### config.mk
export PLATFORM = sky130hd
export DESIGN_NAME = two_button_mode_controller
export DESIGN_NICKNAME = d
export VERILOG_FILES = /design/src/hw/rtl/tbmc_pkg.sv /design/src/hw/rtl/tbmc_core.sv /design/src/hw/rtl/tbmc_out_reg.sv /design/src/hw/rtl/two_button_mode_controller.sv
export SDC_FILE = /design/constraint.sdc
export NUM_CORES = 1
export LEC_CHECK = 0
export BUFFER_PORTS_ARGS = -buffer_cell sky130_fd_sc_hd__buf_4
export CAP_MARGIN = 20
export CORE_MARGIN = 5
export CORE_UTILIZATION = 59
export CTS_BUF_LIST = sky130_fd_sc_hd__clkbuf_8
export DETAILED_ROUTE_END_ITERATION = 12
export GPL_TIMING_DRIVEN = 1
export PLACE_DENSITY = 0.81
export SYNTH_ARGS = -nofsm -noshare
export SYNTH_HDL_FRONTEND = slang
export SYNTH_SLANG_ARGS = --single-unit
### constraint.sdc
create_clock -name clk -period 3.5 [get_ports clk]
set_input_delay 0.35 -clock clk [delete_from_list [all_inputs] [get_ports clk]]
set_output_delay 0.35 -clock clk [all_outputs]
set_load 0.01 [all_outputs]
### src/hw/rtl/tbmc_pkg.sv
// Package for the two-button mode controller: word types, mode codes and constants.
// No dependencies.
package tbmc_pkg;

  localparam int TIMER_BITS_DEFAULT = 16;
  localparam int CFG_BITS           = 16;

  localparam logic [1:0] MODE_START  = 2'd0;
  localparam logic [1:0] MODE_WORK   = 2'd1;
  localparam logic [1:0] MODE_IDLE   = 2'd2;
  localparam logic [1:0] MODE_CONFIG = 2'd3;

  localparam logic [5:0] THR_MAX   = 6'd60;
  localparam logic [5:0] THR_STEP  = 6'd5;
  localparam logic [5:0] THR_RESET = 6'd50;

  localparam logic [CFG_BITS-1:0] COMPARE_RESET = 16'd19999;

  typedef struct packed {
    logic period_event;
    logic button_one_level;
    logic button_two_level;
  } tbmc_in_t;

  typedef struct packed {
    logic [1:0] system_mode;
    logic [5:0] alarm_threshold;
    logic       sensor_power;
    logic       cpu_wake;
    logic       buzzer_silence;
    logic       sample_timer_stop;
    logic       buttons_enabled;
  } tbmc_out_t;

endpackage

### src/hw/rtl/tbmc_core.sv
// Mode, threshold and debounce state with the next-state logic for one word.
// Depends on tbmc_pkg.
module tbmc_core #(
  parameter int TIMER_BITS = tbmc_pkg::TIMER_BITS_DEFAULT
) (
  input  logic                          clk,
  input  logic                          rst,
  input  logic                          accept,
  input  tbmc_pkg::tbmc_in_t            word,
  input  logic [tbmc_pkg::CFG_BITS-1:0] debounce_compare,
  output tbmc_pkg::tbmc_out_t           result
);
  import tbmc_pkg::*;

  logic [1:0]            mode_reg, mode_next;
  logic [5:0]            threshold_reg, threshold_next;
  logic                  button_one_busy, button_one_busy_next;
  logic                  button_two_busy, button_two_busy_next;
  logic                  button_one_last_level, button_two_last_level;
  logic                  enable_reg, enable_next;
  logic                  power_reg, power_next;
  logic [TIMER_BITS-1:0] debounce_count, debounce_count_next;

  logic [31:0]           cmp_ext;
  logic [TIMER_BITS-1:0] cmp_masked;
  logic                  match, rise1, rise2;
  logic                  wake, silence, stop, clear;

  // compare value seen through the timer width
  assign cmp_ext    = {{(32 - CFG_BITS){1'b0}}, debounce_compare};
  assign cmp_masked = cmp_ext[TIMER_BITS-1:0];
  assign match      = debounce_count == cmp_masked;
  assign rise1      = word.button_one_level && !button_one_last_level;
  assign rise2      = word.button_two_level && !button_two_last_level;

  always_comb begin
    mode_next            = mode_reg;
    threshold_next       = threshold_reg;
    button_one_busy_next = button_one_busy;
    button_two_busy_next = button_two_busy;
    enable_next          = enable_reg;
    power_next           = power_reg;
    wake                 = 1'b0;
    silence              = 1'b0;
    stop                 = 1'b0;
    clear                = 1'b0;

    if (word.period_event) begin
      power_next = 1'b1;
      if (mode_reg == MODE_START) begin
        mode_next = MODE_WORK;
        wake      = 1'b1;
      end else if (mode_reg == MODE_IDLE) begin
        mode_next   = MODE_WORK;
        enable_next = 1'b1;
        wake        = 1'b1;
      end
    end

    // debounce checks use the count held at the start of the clock
    if (match && button_one_busy) begin
      if (word.button_one_level) button_one_busy_next = 1'b0;
      else clear = 1'b1;
    end
    if (match && button_two_busy) begin
      if (word.button_two_level) button_two_busy_next = 1'b0;
      else clear = 1'b1;
    end

    if (rise1 && enable_next && !button_one_busy_next) begin
      stop       = 1'b1;
      power_next = 1'b0;
      if (mode_next == MODE_WORK || mode_next == MODE_IDLE) begin
        mode_next = MODE_CONFIG;
        wake      = 1'b1;
      end else begin
        enable_next = 1'b0;
        mode_next   = MODE_IDLE;
      end
      clear                = 1'b1;
      button_one_busy_next = 1'b1;
    end

    if (rise2 && enable_next && !button_two_busy_next) begin
      if (mode_next == MODE_WORK || mode_next == MODE_IDLE) begin
        silence = 1'b1;
      end else if (mode_next == MODE_CONFIG) begin
        threshold_next = (threshold_reg == THR_MAX) ? THR_STEP : threshold_reg + THR_STEP;
      end
      clear                = 1'b1;
      button_two_busy_next = 1'b1;
    end

    debounce_count_next = clear ? '0 : debounce_count + 1'b1;
  end

  always_ff @(posedge clk) begin
    if (rst) begin
      mode_reg              <= MODE_START;
      threshold_reg         <= THR_RESET;
      button_one_busy       <= 1'b0;
      button_two_busy       <= 1'b0;
      button_one_last_level <= 1'b1;
      button_two_last_level <= 1'b1;
      enable_reg            <= 1'b1;
      power_reg             <= 1'b0;
      debounce_count        <= '0;
    end else if (accept) begin
      mode_reg              <= mode_next;
      threshold_reg         <= threshold_next;
      button_one_busy       <= button_one_busy_next;
      button_two_busy       <= button_two_busy_next;
      button_one_last_level <= word.button_one_level;
      button_two_last_level <= word.button_two_level;
      enable_reg            <= enable_next;
      power_reg             <= power_next;
      debounce_count        <= debounce_count_next;
    end
  end

  always_comb begin
    result.system_mode       = mode_next;
    result.alarm_threshold   = threshold_next;
    result.sensor_power      = power_next;
    result.cpu_wake          = wake;
    result.buzzer_silence    = silence;
    result.sample_timer_stop = stop;
    result.buttons_enabled   = enable_next;
  end

endmodule

### src/hw/rtl/tbmc_out_reg.sv
// Result register with valid/stall handshake; takes a new word while the old one leaves.
// Depends on tbmc_pkg.
module tbmc_out_reg (
  input  logic                clk,
  input  logic                rst,
  input  logic                load,
  input  tbmc_pkg::tbmc_out_t load_word,
  output logic                full_stalled,
  output logic                result_valid,
  input  logic                result_stall,
  output tbmc_pkg::tbmc_out_t result_word
);
  import tbmc_pkg::*;

  assign full_stalled = result_valid && result_stall;

  always_ff @(posedge clk) begin
    if (rst) begin
      result_valid <= 1'b0;
    end else if (load) begin
      result_valid <= 1'b1;
    end else if (!result_stall) begin
      result_valid <= 1'b0;
    end
  end

  always_ff @(posedge clk) begin
    if (load) begin
      result_word <= load_word;
    end
  end

endmodule

### src/hw/rtl/two_button_mode_controller.sv
// Two-button mode controller top level: config register, core state and result register.
// Depends on tbmc_pkg, tbmc_core, tbmc_out_reg.
// An accepted word's result word is computed combinationally and held in the result register from the next cycle.
// Throughput: one word per cycle while sample_stall is low; sample_stall only while a result waits under result_stall.
// Reset (rst, synchronous): mode start, threshold 50, buttons enabled, sensor off,
// debounce count 0, compare 19999, result register empty.
module two_button_mode_controller #(
  parameter int TIMER_BITS = tbmc_pkg::TIMER_BITS_DEFAULT
) (
  input  logic                          clk,
  input  logic                          rst,
  input  logic                          sample_valid,
  output logic                          sample_stall,
  input  tbmc_pkg::tbmc_in_t            sample_word,
  output logic                          result_valid,
  input  logic                          result_stall,
  output tbmc_pkg::tbmc_out_t           result_word,
  input  logic                          cfg_we,
  input  logic [tbmc_pkg::CFG_BITS-1:0] cfg_wdata
);
  import tbmc_pkg::*;

  logic [CFG_BITS-1:0] debounce_compare;
  logic                accept;
  tbmc_out_t           core_result;

  always_ff @(posedge clk) begin
    if (rst) begin
      debounce_compare <= COMPARE_RESET;
    end else if (cfg_we) begin
      debounce_compare <= cfg_wdata;
    end
  end

  assign accept = sample_valid && !sample_stall;

  tbmc_core #(
    .TIMER_BITS(TIMER_BITS)
  ) u_core (
    .clk              (clk),
    .rst              (rst),
    .accept           (accept),
    .word             (sample_word),
    .debounce_compare (debounce_compare),
    .result           (core_result)
  );

  tbmc_out_reg u_out (
    .clk          (clk),
    .rst          (rst),
    .load         (accept),
    .load_word    (core_result),
    .full_stalled (sample_stall),
    .result_valid (result_valid),
    .result_stall (result_stall),
    .result_word  (result_word)
  );

endmodule

**After elaboration in Yosys (flattened, before gate mapping)**

Cells that the tools add are included.

- Register bits: 60
- Input port bits: 24

- $add $sub $neg: 2
- Equal/unequal tests: 9
- Muxes and demuxes: 38
- Reduce and logical (&&, ||, !) cells: 18

Operator list:

| kind | count |
|---|---|
| 1-bit two-way mux | 29 |
| 6-bit two-way mux | 4 |
| 16-bit by 1-bit adder with 16-bit output (second input constant) | 1 |
| 16-bit == test | 1 |
| 16-bit two-way mux | 1 |
| 1-bit logical AND | 10 |
| 2-bit == test (second input constant) | 4 |
| 2-bit two-way mux | 4 |
| 6-bit by 3-bit adder with 6-bit output (second input constant) | 1 |
| 6-bit == test (second input constant) | 1 |
| 1-bit zero test | 5 |
| 2-bit by 1-bit == test with 1-bit output (second input constant) | 2 |
| 2-bit zero test | 1 |
| 1-bit logical OR | 2 |
| 2-bit by 1-bit inequality test with 1-bit output (second input constant) | 1 |

**Depth between registers and ports, before layout**

- Depth in word-level cells: 12
- Depth in mapped cells: 13

**By module**

Synthesis repeated with hierarchy kept, for this count alone.

- Cell total of the unflattened synthesis: 307
- Area total of the unflattened synthesis: 3049.2 um^2

Modules (own cells, without submodules):

| module | instances | cells each | area an instance (um^2) | seq. area each (um^2) |
|---|---|---|---|---|
| tbmc_core | 1 | 237 | 2001.9 | 600.6 |
| two_button_mode_controller | 1 | 53 | 620.6 | 320.3 |
| tbmc_out_reg | 1 | 17 | 426.7 | 410.4 |

**Least setup slack after synthesis**

No wires, ideal clock.

- Path type: register -> register
- Start: reg u_core.debounce_count[6]
- End: reg, netlist name u_out.result_word[7]
- Setup time: 0.260 ns
- Arrival: 2.875 ns
- Setup slack: 0.365 ns
- Stages on the path, launching flop included: 11
- Buffers on the path: 0
- Clock period less this slack: 3.135 ns
- Path through: dfxtp_1 xor2_1 nor4_2 nand4_2 a2111oi_4 a21o_1 ha_1 nand2b_1 or2_2 nor3_1 mux2_2

RTL lines:

| what | line | text |
|---|---|---|
| start, declared | tbmc_core.sv:22 | `logic [TIMER_BITS-1:0] debounce_count, debounce_count_next;` |
| start signal, assigned | tbmc_core.sv:117 | `debounce_count <= debounce_count_next;` |

==> results.toml <==
[logic_synthesis]
yosysUniqueCellTypes = 55
synthFlopType = "dfxtp_1"
ys_warn_count = 0
synth_nets = 328
synth_edf_count = 13
seq_area_frac_synth = 0.454
syn_inst = 300
ys_async_sr_fraction = 0
ys_ff_latch = 60
synth_top_cell_by_area = "dfxtp_1"
synthesis.area_um2 = 2930
synth_top_area_share = 0.321
netlist_top_cells_area = "dfxtp_1 32%, edfxtp_1 13%, xor2_1 7.8%"
avgSynthCellArea_um2 = 9.77

[clocking]
cts_tree = "yes"
cts_root_buffer = "clkbuf_8"
clock_path_buffers = 2
cts-htree-levels = 3
path_clk_slew_ns = 0.07
cts_buffers = 9
clk_latency_ns = 0.34
clkSinkCount = 60
cts_hold_buffers = 0

[global_routing]
grt_use_total = 0.211
grt_first_pass_wirelength_mm = 10.3
antenna_found_initial = 0
grt_max_degree = 21
grt.overflow.total = 0
grt_pass1_vias = 2254

[critical_path]
endpoint_kind = "register"
reg2regPathDepth = 11
crit_required_ns = 3.74
crit_arrival_ns = 3.54
cp_slowest_cell = "or4_1"
path_class = "register to register"
crit_chain = "xor2_1, nor4_2, nand4_2, a211oi_4, nor3_1, a21oi_1, ha_1, nand2b_1, or2_2, or4_1, o211a_1"
worst-path-max-fanout = 6
startpoint_type = "register"
max_stage_delay_ns = 0.51

[floorplan]
fp-row-count = 25
dieArea_um2 = 6480
start_util = 0.613
io_pins = 39
core_area_um2 = 4790
die_h_um = 80.5
fp.dieW_um = 80.5

[min_path]
hold_depth = 3
hp-class = "input pin to register"

[placement]
dp_hpwl_mm = 4.49
place_ws_ns = 0.171
gp_congestion = 0.866
placed_cells = 402
portBuffers = 38

[sta]
relSlewSlack = 0.345
hold_viol = 0
whs_ns = 0.229
finalSetupViolCount = 0
drv_slew = 0
tightest_slew_ns = 0.975
clock_skew_ns = 0.0110
max_freq_ghz = 0.303
fin_crit_ns = 3.30
fin_tns_setup_ns = 0
setup_ws_ns = 0.198
post-route-period-util = 0.944

[cells_and_area]
nets = 376
instances_no_fill = 419
area.growth.synth_to_final_pct = 19.5
reg_top3 = "debounce_compare x16, u_core.debounce_count x16, u_out.result_word x13"
nFillCells = 381
utilization = 0.732
drive_gt1_frac = 0.227
n_antenna_cell = 0

[route]
via_per_inst = 5.67
vias = 2377
drt_first_pass_iters = 4
wire_per_inst_um = 14.8
final_antenna_net_count = 0
drc_errors = 0
drtIter0Drc = 166
drt_wl_total_mm = 6.20

[flow_run]
cap_viol_max_count = 0

[pwr]
p_per_area_nw_per_um2 = 404
leakage_nw = 1.44
peakVddDrop_uv = 265

[run_status]
status = "completed"
## power by group
part           internal, mW  switching (mW)
Clock                 0.259           0.249
Sequential            0.735          0.0196
Combinational        0.0704          0.0819
## per-stage QoR
stage          cell area [um^2]  total power [mW]
3_5_place_dp               3320             0.921
2_1_floorplan              2930             0.859
5_1_grt                    3500              1.48
3_3_place_gp               3320             0.918
4_1_cts                    3480              1.43
6_report                   3500              1.42
## layer usage
| metal | track usage | vias to the layer above | part of all wire |
|---|---|---|---|
| li1 | - | 1175 | - |
| met1 | 0.241 | 1107 | 0.41 |
| met2 | 0.358 | 78 | 0.50 |
| met3 | 0.0538 | 17 | 0.058 |
| met4 | 0.111 | 0 | 0.031 |
| met5 | 0 | - | 0 |
## critical path, delay by kind of cell, from the launching register on
family	cells	cell delay, ns
AO/OA/AOI/OAI	3	0.63
XOR/XNOR	1	0.11
adder cells (fa/ha/maj)	1	0.26
flip-flops	1	0.44
AND/OR/NAND/NOR	6	1.75
## cell usage after synthesis, types with 2 or more instances
master / n
nor3_1: 20
nand3_1: 9
inv_1: 10
ha_1: 4
buf_1: 2
a21o_1: 2
o31ai_1: 4
nor2_1: 24
o211ai_1: 5
and4_1: 3
nor4_2: 4
mux2i_1: 17
a21oi_1: 13
a2111oi_4: 2
xor2_1: 26
nand2b_1: 2
o211a_1: 2
and3_1: 4
or4_1: 3
dfxtp_1: 47
or2_2: 3
clkbuf_1: 8
mux2_2: 3
nand2_1: 24
o41ai_1: 2
edfxtp_1: 13
nand4_1: 5
o21ai_0: 6
xnor2_1: 5
buf_2: 3
## cells by family after synthesis
| kind of cell | after synthesis | synth area share |
|---|---|---|
| buffers and inverters | 25 | 0.0346 |
| adders and majority gates | 4 | 0.0171 |
| xor gates and xnor gates | 31 | 0.0926 |
| muxes | 20 | 0.0696 |
| DFF | 60 | 0.454 |
| AOI/OAI and AO/OA | 49 | 0.131 |
| and+or+nand+nor | 111 | 0.201 |
## cells in the final DEF (no fill, tap or decap), types with 2 or more instances in the layout
master and instances:
nand2b_1 2, a21oi_1 13, inv_1 15, nand4_1 5
mux2_2 3, dfxtp_1 47, buf_4 51, ha_1 4
clkbuf_8 10, o21ai_0 6, a2111oi_4 2, and3_1 4
nor2_1 24, o211a_1 2, xnor2_1 5, nor4_2 4
edfxtp_1 13, a21o_1 2, o31ai_1 4, and4_1 3
nand2_1 24, o211ai_1 5, or2_2 3, nand3_1 9
o41ai_1 2, xor2_1 26, mux2i_1 17, nor3_1 20
or4_1 3
## layout make-up
class                   count  area, um^2  share of cell area
multi-input cells         215        1510               0.430
flip-flops and latches     60        1330               0.380
repair buffers             51         383               0.109
clock buffers              10         138              0.0393
well taps                  67        83.8              0.0239
inverters                  11        41.3              0.0118
clock inverters             5        18.8             0.00536
## final timing paths
path	from	end	slack, ns
setup / recovery	u_core.debounce_count[4]	u_core.threshold_reg[2]	0.20
hold / removal	cfg_wdata[1]	debounce_compare[1]	0.23
setup reg to reg	u_core.debounce_count[4]	u_core.threshold_reg[2]	0.20
hold reg to reg	u_core.button_two_busy	u_core.button_two_busy	0.49
## what timing repair did
action / CTS / global route
resized for setup: 0 / 1
setup buffers: 0 / 2
setup endpoints to repair: 0 / 4
Note: power is estimated with default switching activity, not from simulation.
